===== src/sv/ezq_pkg.sv =====
// Shared types, constants and arithmetic helpers for the Euler to quaternion core.
package ezq_pkg;

    localparam int CordicSteps = 30;
    localparam int PosBits     = 32;
    localparam int VecBits     = 34;
    localparam int TrigBits    = 22;
    localparam int ProdBits    = 66;

    localparam logic signed [VecBits-1:0] InitGain = 34'sd652032874;

    function automatic logic signed [32:0] atan_entry(input int idx);
        logic signed [32:0] t;
        begin
            case (idx)
                0:  t = 33'sd536870912;
                1:  t = 33'sd316933406;
                2:  t = 33'sd167458907;
                3:  t = 33'sd85004756;
                4:  t = 33'sd42667331;
                5:  t = 33'sd21354465;
                6:  t = 33'sd10679838;
                7:  t = 33'sd5340245;
                8:  t = 33'sd2670163;
                9:  t = 33'sd1335087;
                10: t = 33'sd667544;
                11: t = 33'sd333772;
                12: t = 33'sd166886;
                13: t = 33'sd83443;
                14: t = 33'sd41722;
                15: t = 33'sd20861;
                16: t = 33'sd10430;
                17: t = 33'sd5215;
                18: t = 33'sd2608;
                19: t = 33'sd1304;
                20: t = 33'sd652;
                21: t = 33'sd326;
                22: t = 33'sd163;
                23: t = 33'sd81;
                24: t = 33'sd41;
                25: t = 33'sd20;
                26: t = 33'sd10;
                27: t = 33'sd5;
                28: t = 33'sd3;
                29: t = 33'sd1;
                default: t = '0;
            endcase
            return t;
        end
    endfunction

    typedef struct packed {
        logic [PosBits-1:0] pos_x;
        logic [PosBits-1:0] pos_y;
        logic [PosBits-1:0] pos_z;
    } pos_t;

    typedef struct packed {
        logic signed [VecBits-1:0] x;
        logic signed [VecBits-1:0] y;
        logic signed [32:0]        z;
        logic                      neg;
    } rot_t;

    typedef struct packed {
        logic signed [TrigBits-1:0] c;
        logic signed [TrigBits-1:0] s;
    } cs_t;

endpackage


===== src/sv/ezq_front.sv =====
// Input stage: folds each angle into a CORDIC phase and registers the request.
module ezq_front
    import ezq_pkg::*;
#(
    parameter int ANGLE_BITS = 16
) (
    input  logic                  aclk,
    input  logic                  aresetn,
    input  logic                  in_valid,
    output logic                  in_ready,
    input  pos_t                  in_pos,
    input  logic [ANGLE_BITS-1:0] in_yaw,
    input  logic [ANGLE_BITS-1:0] in_pitch,
    input  logic [ANGLE_BITS-1:0] in_roll,
    output logic                  out_valid,
    input  logic                  out_ready,
    output pos_t                  out_pos,
    output rot_t [2:0]            out_rot
);

    function automatic rot_t fold(input logic [ANGLE_BITS-1:0] a);
        logic [31:0] ph;
        logic [63:0] ext;
        rot_t r;
        begin
            ext = 64'(signed'(a));
            if (ANGLE_BITS <= 31) ph = 32'(ext << (31 - ANGLE_BITS));
            else ph = 32'(ext >> 1);
            r.neg = ph[31] ^ ph[30];
            if (r.neg) ph = ph + 32'h8000_0000;
            r.x = InitGain;
            r.y = '0;
            r.z = 33'(signed'(ph));
            return r;
        end
    endfunction

    logic       full_reg, full_next;
    pos_t       pos_reg;
    rot_t [2:0] rot_reg;

    assign in_ready  = !full_reg || out_ready;
    assign out_valid = full_reg;
    assign out_pos   = pos_reg;
    assign out_rot   = rot_reg;

    always_comb begin
        full_next = full_reg;
        if (in_ready) full_next = in_valid;
    end

    always_ff @(posedge aclk) begin
        if (!aresetn) begin
            full_reg <= 1'b0;
        end else begin
            full_reg <= full_next;
        end
        if (in_valid && in_ready) begin
            pos_reg    <= in_pos;
            rot_reg[0] <= fold(in_yaw);
            rot_reg[1] <= fold(in_pitch);
            rot_reg[2] <= fold(in_roll);
        end
    end

endmodule


===== config.mk =====
export PLATFORM = sky130hd
export DESIGN_NAME = ezq_front
export DESIGN_NICKNAME = d
export VERILOG_FILES = /design/src/sv/ezq_pkg.sv /design/src/sv/ezq_front.sv
export SDC_FILE = /design/constraint.sdc
export NUM_CORES = 1
export LEC_CHECK = 0
export BUFFER_PORTS_ARGS = -buffer_cell sky130_fd_sc_hd__clkbuf_2
export CAP_MARGIN = 20
export CORE_AREA = 3 3 216 218
export CTS_CLUSTER_DIAMETER = 150
export CTS_CLUSTER_SIZE = 28
export DETAILED_ROUTE_END_ITERATION = 10
export DIE_AREA = 0 0 219 221
export PLACE_DENSITY = 0.4
export SETUP_SLACK_MARGIN = 0.1
export SYNTH_ARGS = -nofsm -noshare
export SYNTH_HDL_FRONTEND = slang
export SYNTH_SLANG_ARGS = --single-unit

===== constraint.sdc =====
create_clock -name aclk -period 3.1 [get_ports aclk]
set_input_delay 0.62 -clock aclk [delete_from_list [all_inputs] [get_ports aclk]]
set_output_delay 0.62 -clock aclk [all_outputs]
set_load 0.1 [all_outputs]

## Word level (Yosys, flattened, before mapping)

Cells that the tools add are included.

- Bits in registers: 196
- Bits in latches: 0
- Memory bits (writable): 0
- Memory bits (read-only): 0
- Output and inout port bits: 404
- Word-level logic and storage cells: 25
- Memories: 0

- Add/sub/neg operators: 3
- Multiply operators: 0
- Divide/modulo/power cells: 0
- Magnitude comparators: 0
- Eq/ne operators: 0
- Shifts and indexed selects: 0
- Muxes and demuxes: 6
- Bitwise operators: 3
- Reduce and logical (&&, ||, !) cells: 3

Operators with widths:

| cell | count |
|---|---|
| $mux 32 | 6 |
| $add 32x32->32 const B | 3 |
| $xor 1x1->1 | 3 |
| $logic_and 1x1->1 | 1 |
| $logic_not 1->1 | 1 |
| $logic_or 1x1->1 | 1 |

## Longest topological paths before layout

Gate-level depths: netlist of the first run.

- Word-level depth: 6
- Depth in mapped cells: 2
- Gate-level depth less buffers: 2

## Worst setup path before layout of the first run

OpenSTA, ideal clock, no wires.

- Path type: flip-flop to flip-flop
- Start point: register full_reg, in the netlist out_valid
- End point: register pos_reg, in the netlist out_pos[0], enable pin
- Arrival time: 2,253 ps
- Path slack: 443 ps
- Stages on the path, launching flop included: 3
- Path buffers: 0
- Cells stage by stage: dfxtp_1 -> nand2b_4 -> and2_4

- Longest elaborated chain between the ends: 3

RTL lines:

| element | line | RTL |
|---|---|---|
| start, declared | ezq_front.sv:38 | `logic full_reg, full_next;` |
| start signal, assigned | ezq_front.sv:56 | `full_reg <= full_next;` |
| $logic_not 1->1 | ezq_front.sv:42 | `assign in_ready = !full_reg \|\| out_ready;` |
| $logic_or 1x1->1 | ezq_front.sv:42 |  |
| via in_ready | ezq_front.sv:10 | `output logic in_ready,` |
| $logic_and 1x1->1 | ezq_front.sv:58 | `if (in_valid && in_ready) begin` |
| end signal, assigned | ezq_front.sv:59 | `pos_reg <= in_pos;` |
| end, declared | ezq_front.sv:39 | `pos_t pos_reg;` |

The timed path passes the listed nets, and every way through them passes these cells.
A chain may end at the register's enable or synchronous reset.

## Final worst setup path of the first run

- Start point: register full_reg, in the netlist out_valid
- End point: output port in_ready

- Longest elaborated chain between the ends: 2

RTL lines:

| element | line |
|---|---|
| $logic_not 1->1 | ezq_front.sv:42 |
| $logic_or 1x1->1 | ezq_front.sv:42 |
| end, declared | ezq_front.sv:10 |

Every way passes these cells.

==> out/results.tsv, run 1 <==
stage	metric	value	unit
final_layout	Finished Cell Area	8240	um^2
routing	via/cell ratio	2.55	
place	input/output buffers	299	
setup_path	CP max stage cell	clkbuf_2	
flow_run	maxcap violations	0	
setup_path	Setup crit end kind	output port	
sta	skew final	0.0104	ns
clocking	clk sinks	145	
final_layout	commonest cells after routing, fill and taps aside	clkbuf_2 (299), conb_1 (252), edfxtp_1 (144)	
setup_path	r2r worst-path depth	3	
final_layout	ant diodes	0	
synth	mapped cell area	6330	um^2
setup_path	worst setup path class	flip-flop to output port	
global_route	grt ovf	0	
sta	RSZ-0062 raised after global routing	no	
die	Initial Util	0.140	
synth	Syn Inst Count	409	
routing	post-DR wirelength/cell	12.0	um
final_layout	commonest non-fill, non-tap cell in the layout	clkbuf_2	
clocking	Bufs on Longest Clock Path	2	
clocking	TritonCTS Buffers	17	
global_route	initial antenna violation count	4	
sta	Worst-Margin Slew	0.598	ns
synth	Synth Register Bits	145	
die	I/O pin count	552	
synth	Synth Area per Inst	15.5	um^2
clocking	CTS root buf	clkbuf_16	
hold_path	Hold Path Stages	1	
die	die height	221	um
place	GP Congestion	0.739	
place	dpl cell area	7630	um^2
setup_path	r2r startpoint	out_valid$_SDFFE_PN0P_	
final_layout	filler instances	4999	
setup_path	critical path, cell by cell	nand2b_4 -> clkbuf_2	
clocking	TritonCTS clock tree	yes	
place	Final HPWL DP	12900	um
routing	First-pass DRT Iterations	4	
routing	Residual DRC	0	
sta	count of final setup violators	0	
clocking	Resize count post-CTS	0	
final_layout	nets	870	
hold_path	launch point of the worst hold path	in_yaw[12]	
clocking	htree depth	4	
sta	relative slew slack	0.603	
final_layout	final core utilization	0.183	
power	VDD IR max	373	uV
routing	DR iter-0 viols	121	
power	static leakage	3.80	nW
die	area of the core	45100	um^2
setup_path	crit path DAT	1.34	ns
setup_path	maximum fanout along the worst path	3	
setup_path	required time worst endpoint	2.48	ns
synth	largest area contributor in the netlist	edfxtp_1	
synth	Netlist cell types	8	
final_layout	Syn-to-layout area delta	30.3	%
hold_path	worst min-delay path class	input pin to flip-flop	
global_route	vias in the first global route	2969	
clocking	worst skew pair latency	0.45	ns
die	row cnt	78	
die	Die X	219	um
sta	Max Freq	509	MHz
global_route	total track usage	0.0635	
sta	Final Hold Viols	0	
routing	Vias	3399	
global_route	first-pass GRT wire length	20800	um
clocking	cts hold-fix bufs	0	
global_route	largest net degree at the start of global routing	50	
die	die area	48400	um^2
setup_path	Reg2Reg Capture Point	out_pos[87]$_DFFE_PP_	
sta	post-route setup TNS	0	ns
synth	register area share after synthesis	0.687	
sta	Fin Hold WS	0.333	ns
sta	Tcrit/Tclk final	0.633	
status	status	complete, no violations	
final_layout	share of layout cells above drive strength 1	0.456	
sta	fin. max-slew vios	0	
setup_path	Startpoint Class	flip-flop	
synth	ranking of synthesized cells by area	edfxtp_1 (68%), buf_4 (31%), dfxtp_1 (0.32%)	
sta	Tmin final	1.96	ns
setup_path	CP max stage delay	0.46	ns
hold_path	WHS Endpoint	out_rot[28]$_DFFE_PP_	
synth	Yosys top cell area share	0.684	
clocking	clk slew on worst S/H paths	0.06	ns
routing	final WL	16000	um
power	Power Density	838	nW/um^2
routing	Final ANT Viol Nets	0	
synth	Synthesis Warnings	0	
clocking	Post-CTS Setup Bufs	0	
setup_path	Reg2Reg Setup Slack	1.62	ns
-- registers in the layout, summed over array words and instances, names as in the netlist --
register / cells
out_valid: 1
out_pos: 96
out_rot: 48
-- area by class of cell --
| cell class | instances | area, um^2 | share of cell area |
|---|---|---|---|
| sequential | 145 | 4340 | 0.527 |
| clock buffer | 17 | 425 | 0.0516 |
| clock inverter | 15 | 181 | 0.0220 |
| multi-input combinational | 255 | 980 | 0.119 |
| timing repair buffer | 302 | 1560 | 0.189 |
| tap | 600 | 751 | 0.0911 |
| inverter | 1 | 3.75 | 0.000455 |
-- synthesized netlist by cell type (all sizes together) --
cell	n
a21boi	1
and2	1
buf	258
conb	2
dfxtp	1
edfxtp	144
inv	1
nand2b	1
-- report_power, final --
part | internal, mW | switching, mW | leakage (nW) | total [mW]
Sequential | 2.29 | 0.0324 | 1.40 | 2.33
Clock | 1.27 | 0.873 | 0.291 | 2.14
Combinational | 0.146 | 2.29 | 2.11 | 2.44
-- cells by family (layout without fill, tap and decap cells) --
logic type / count (synthesis) / after routing / synth area share
DFF: 145 / 145 / 0.687
AOI/OAI and AO/OA: 1 / 1 / 0.00178
buffers and inverters: 259 / 335 / 0.307
other: 2 / 252 / 0.00119
and+or+nand+nor: 2 / 2 / 0.00356
-- worst max-delay path: cells and delay by family, from the launching register on --
family	cells	cell delay, ns
buffers and inverters	1	0.46
DFF	1	0.34
and+or+nand+nor	1	0.09
-- stage by stage --
step                      power (mW)  cells  setup WS, ns
after floorplan                 4.82    659         0.443
after global placement          4.81   1303          1.18
after detailed placement        4.81   1303          1.17
after CTS                       7.04   1335          1.06
after global routing            7.15   1335          1.06
final                           6.91   1335          1.14
-- worst max path at each step --
stage / to / slack, ns / depth (start not counted) / from
after floorplan: out_pos[0]$_DFFE_PP_ / 0.44 / 2 / out_valid$_SDFFE_PN0P_
after global placement: out_pos[87]$_DFFE_PP_ / 1.18 / 4 / out_ready
after detailed placement: out_rot[26]$_DFFE_PP_ / 1.17 / 4 / out_ready
after CTS: in_ready / 1.06 / 2 / out_valid$_SDFFE_PN0P_
after global routing: in_ready / 1.06 / 2 / out_valid$_SDFFE_PN0P_
final: in_ready / 1.14 / 2 / out_valid$_SDFFE_PN0P_
-- per-layer routing --
metal	GRT usage	up-vias	share of wire
met5	0	-	0.0028
met4	0.0376	8	0.026
met3	0.0401	29	0.14
met2	0.110	275	0.53
met1	0.0551	1587	0.30
li1	-	1500	-
No activity file was read; power rests on OpenSTA's default activity.
==> run 2, diff against run 1 <==
Settings changed: ABC_AREA set to 1, CORE_AREA 3 3 216 218 to 3 3 214 216, DIE_AREA 0 0 219 221 to 0 0 217 219, PLACE_DENSITY 0.4 to 0.42.
Clock period 3.1 ns to 1.8 ns, I/O delays scaled along.
==> out/results.tsv, run 2 <==
stage	metric	value	unit	change
setup_path	Setup crit end kind	output port		
routing	Final ANT Viol Nets	0		unchanged
final_layout	share of layout cells above drive strength 1	0.451		-0.00459
sta	Final Hold Viols	0		unchanged
die	area of the core	44100	um^2	-2.1%
place	DP Worst Slack	0.320	ns	-0.847 ns
clocking	clk sinks	145		unchanged
sta	setup ws final	0.174	ns	-0.963 ns
clocking	TritonCTS Buffers	17		unchanged
synth	Synth Register Bits	145		unchanged
power	VDD IR max	723	uV	+94%
setup_path	Reg2Reg Setup Slack	0.46	ns	-1.16 ns
sta	relative slew slack	0.611		+0.00781
sta	Max Freq	615	MHz	
global_route	vias in the first global route	3243		+9.2%
synth	Synth Area per Inst	15.4	um^2	-0.59%
synth	ranking of synthesized cells by area	edfxtp_1 (68%), buf_4 (31%), dfxtp_1 (0.32%)		
sta	skew final	0.0178	ns	+0.00740 ns
routing	First-pass DRT Iterations	4		unchanged
synth	Post-synth EDFFs	144		unchanged
place	input/output buffers	299		unchanged
setup_path	Reg2Reg Capture Point	out_pos[21]$_DFFE_PP_		
routing	DR iter-0 viols	96		-21%
synth	FFs w/ async S/R, synth	0		unchanged
setup_path	Top Family by Delay on Critical Path	buffers and inverters		
sta	count of final setup violators	0		unchanged
die	die height	219	um	-0.90%
hold_path	worst min-delay path class	input pin to flip-flop		
final_layout	commonest non-fill, non-tap cell in the layout	conb_1		
sta	Fin Hold WS	0.0608	ns	-0.272 ns
routing	final WL	16500	um	+3.0%
global_route	initial antenna violation count	2		-2
setup_path	Startpoint Class	flip-flop		
setup_path	worst setup path class	flip-flop to output port		
setup_path	r2r worst-path depth	3		unchanged
die	I/O pin count	552		unchanged
synth	Netlist cell types	9		+1
sta	post-route setup TNS	0	ns	unchanged
clocking	CTS root buf	clkbuf_16		
clocking	TritonCTS clock tree	yes		
setup_path	maximum fanout along the worst path	1		-2
setup_path	critical path, cell by cell	clkbuf_2		
place	GP Congestion	0.710		-3.9%
synth	mapped cell area	6320	um^2	about the same
flow_run	maxcap violations	0		unchanged
final_layout	nets	893		+2.6%
status	status	complete, no violations		
synth	top cells by count, synth	buf_4 (258), edfxtp_1 (144), conb_1 (2), inv_1 (2)		
die	die area	47500	um^2	-1.8%
final_layout	non-filler instance count after layout	1351		+1.2%
final_layout	Finished Cell Area	8490	um^2	+3.0%
power	Power, Total	11.6	mW	+68%
power	Power Density	1360	nW/um^2	+63%
global_route	grt ovf	0		unchanged
global_route	largest net degree at the start of global routing	56		+12%
die	Die X	217	um	-0.91%
global_route	total track usage	0.0663		+0.00283
sta	Tmin final	1.63	ns	
routing	via/cell ratio	2.57		+1.1%
global_route	first-pass GRT wire length	21200	um	+1.9%
synth	largest area contributor in the netlist	edfxtp_1		
clocking	Post-CTS Setup Bufs	0		unchanged
setup_path	crit path DAT	1.27	ns	-0.07 ns
final_layout	filler instances	4846		-3.1%
clocking	htree depth	4		unchanged
routing	Vias	3478		+2.3%
place	dpl cell area	7690	um^2	+0.77%
setup_path	worst setup path end	out_rot[118]		
setup_path	worst setup path startpoint	out_rot[118]$_DFFE_PP_		
sta	RSZ-0062 raised after global routing	no		
synth	Synthesis Warnings	0		unchanged
synth	Primary FF master, synth	edfxtp_1		
clocking	worst skew pair latency	0.47	ns	+0.02 ns
routing	Residual DRC	0		unchanged
place	Final HPWL DP	13400	um	+3.3%
final_layout	commonest cells after routing, fill and taps aside	conb_1 (252), clkbuf_2 (250), edfxtp_1 (144)		
setup_path	required time worst endpoint	1.44	ns	-1.04 ns
sta	fin. max-slew vios	0		unchanged
setup_path	r2r startpoint	out_valid$_SDFFE_PN0P_		
power	static leakage	3.88	nW	+2.0%
setup_path	cell depth of the worst setup path	1		-1
final_layout	final core utilization	0.192		+0.00966
sta	Tcrit/Tclk final	0.904		
die	Initial Util	0.143		+0.00292
clocking	Bufs on Longest Clock Path	2		unchanged
synth	top-count cell post-synth	buf_4		
setup_path	CP max stage delay	0.46	ns	about the same
die	row cnt	77		-1.3%
routing	post-DR wirelength/cell	12.2	um	+1.8%
synth	register area share after synthesis	0.687		about the same
setup_path	CP max stage cell	clkbuf_2		
synth	Syn Inst Count	411		+0.49%
final_layout	Syn-to-layout area delta	34.4	%	
sta	Worst-Margin Slew	0.587	ns	-0.0118 ns
place	Post-Place Cells	1303		unchanged
synth	Yosys top cell area share	0.684		about the same
clocking	clk slew on worst S/H paths	0.06	ns	about the same
final_layout	number of flip-flops in the largest register	96		unchanged
setup_path	count of buffer and inverter cells on the critical path	1		unchanged
[run 2: cell count changes after synthesis, sizes merged]
cell    previous run  this run
inv                1         3
and2               1         0
a21oi              0         2
a21boi             1         0
nand2b             1         0
nand2              0         1
[run 2: timing repair]
action	in CTS	in global routing
endpoints found under the hold margin	15	0
hold buffers	15	0
setup endpoints to repair	43	5
gates resized for setup	43	5
[run 2: cell families (layout without fill, tap and decap cells)]
group	Yosys count	in the layout	share of synthesized area
buffers and inverters	261	358	0.308
flip-flops	145	145	0.687
other	2	253	0.00119
AND/OR/NAND/NOR	1	1	0.000991
AO/OA/AOI/OAI	2	2	0.00218
[run 2: final cells by class]
| type | count | area, um^2 | share of cell area |
|---|---|---|---|
| diodes | 1 | 2.50 | 0.000295 |
| clock buffers | 18 | 429 | 0.0505 |
| clock inverters | 14 | 109 | 0.0128 |
| inverters | 3 | 11.3 | 0.00133 |
| multi-input cells | 255 | 977 | 0.115 |
| flip-flops and latches | 145 | 4350 | 0.512 |
| well taps | 592 | 741 | 0.0872 |
| repair buffers | 323 | 1870 | 0.221 |
[run 2: power by group]
| part | switching [mW] | total, mW | internal, mW | leakage, nW |
|---|---|---|---|---|
| clock network | 1.53 | 3.30 | 1.77 | 0.252 |
| logic | 3.96 | 4.27 | 0.313 | 2.22 |
| registers | 0.0596 | 4.01 | 3.95 | 1.40 |
[run 2: worst min path at each step]
stage	endpoint	cells after the start	slack, ns	from
after floorplan	out_pos[0]$_DFFE_PP_	0	0.46	in_pos[0]
after global placement	out_valid$_SDFFE_PN0P_	2	0.52	out_valid$_SDFFE_PN0P_
after detailed placement	out_valid$_SDFFE_PN0P_	2	0.52	out_valid$_SDFFE_PN0P_
after CTS	out_rot[120]$_DFFE_PP_	1	0.0001	in_pitch[2]
after global routing	out_pos[94]$_DFFE_PP_	1	0.01	in_pos[94]
final	out_pos[48]$_DFFE_PP_	1	0.06	in_pos[48]
[run 2: metal layers]
metal | wire [um] | global-route usage | up-vias | part of all wire
met3 | 2000 | 0.0388 | 21 | 0.12
li1 | - | - | 1553 | -
met4 | 445 | 0.0435 | 0 | 0.027
met2 | 8270 | 0.103 | 293 | 0.50
met1 | 5750 | 0.0678 | 1611 | 0.35
met5 | 0 | 0 | - | 0
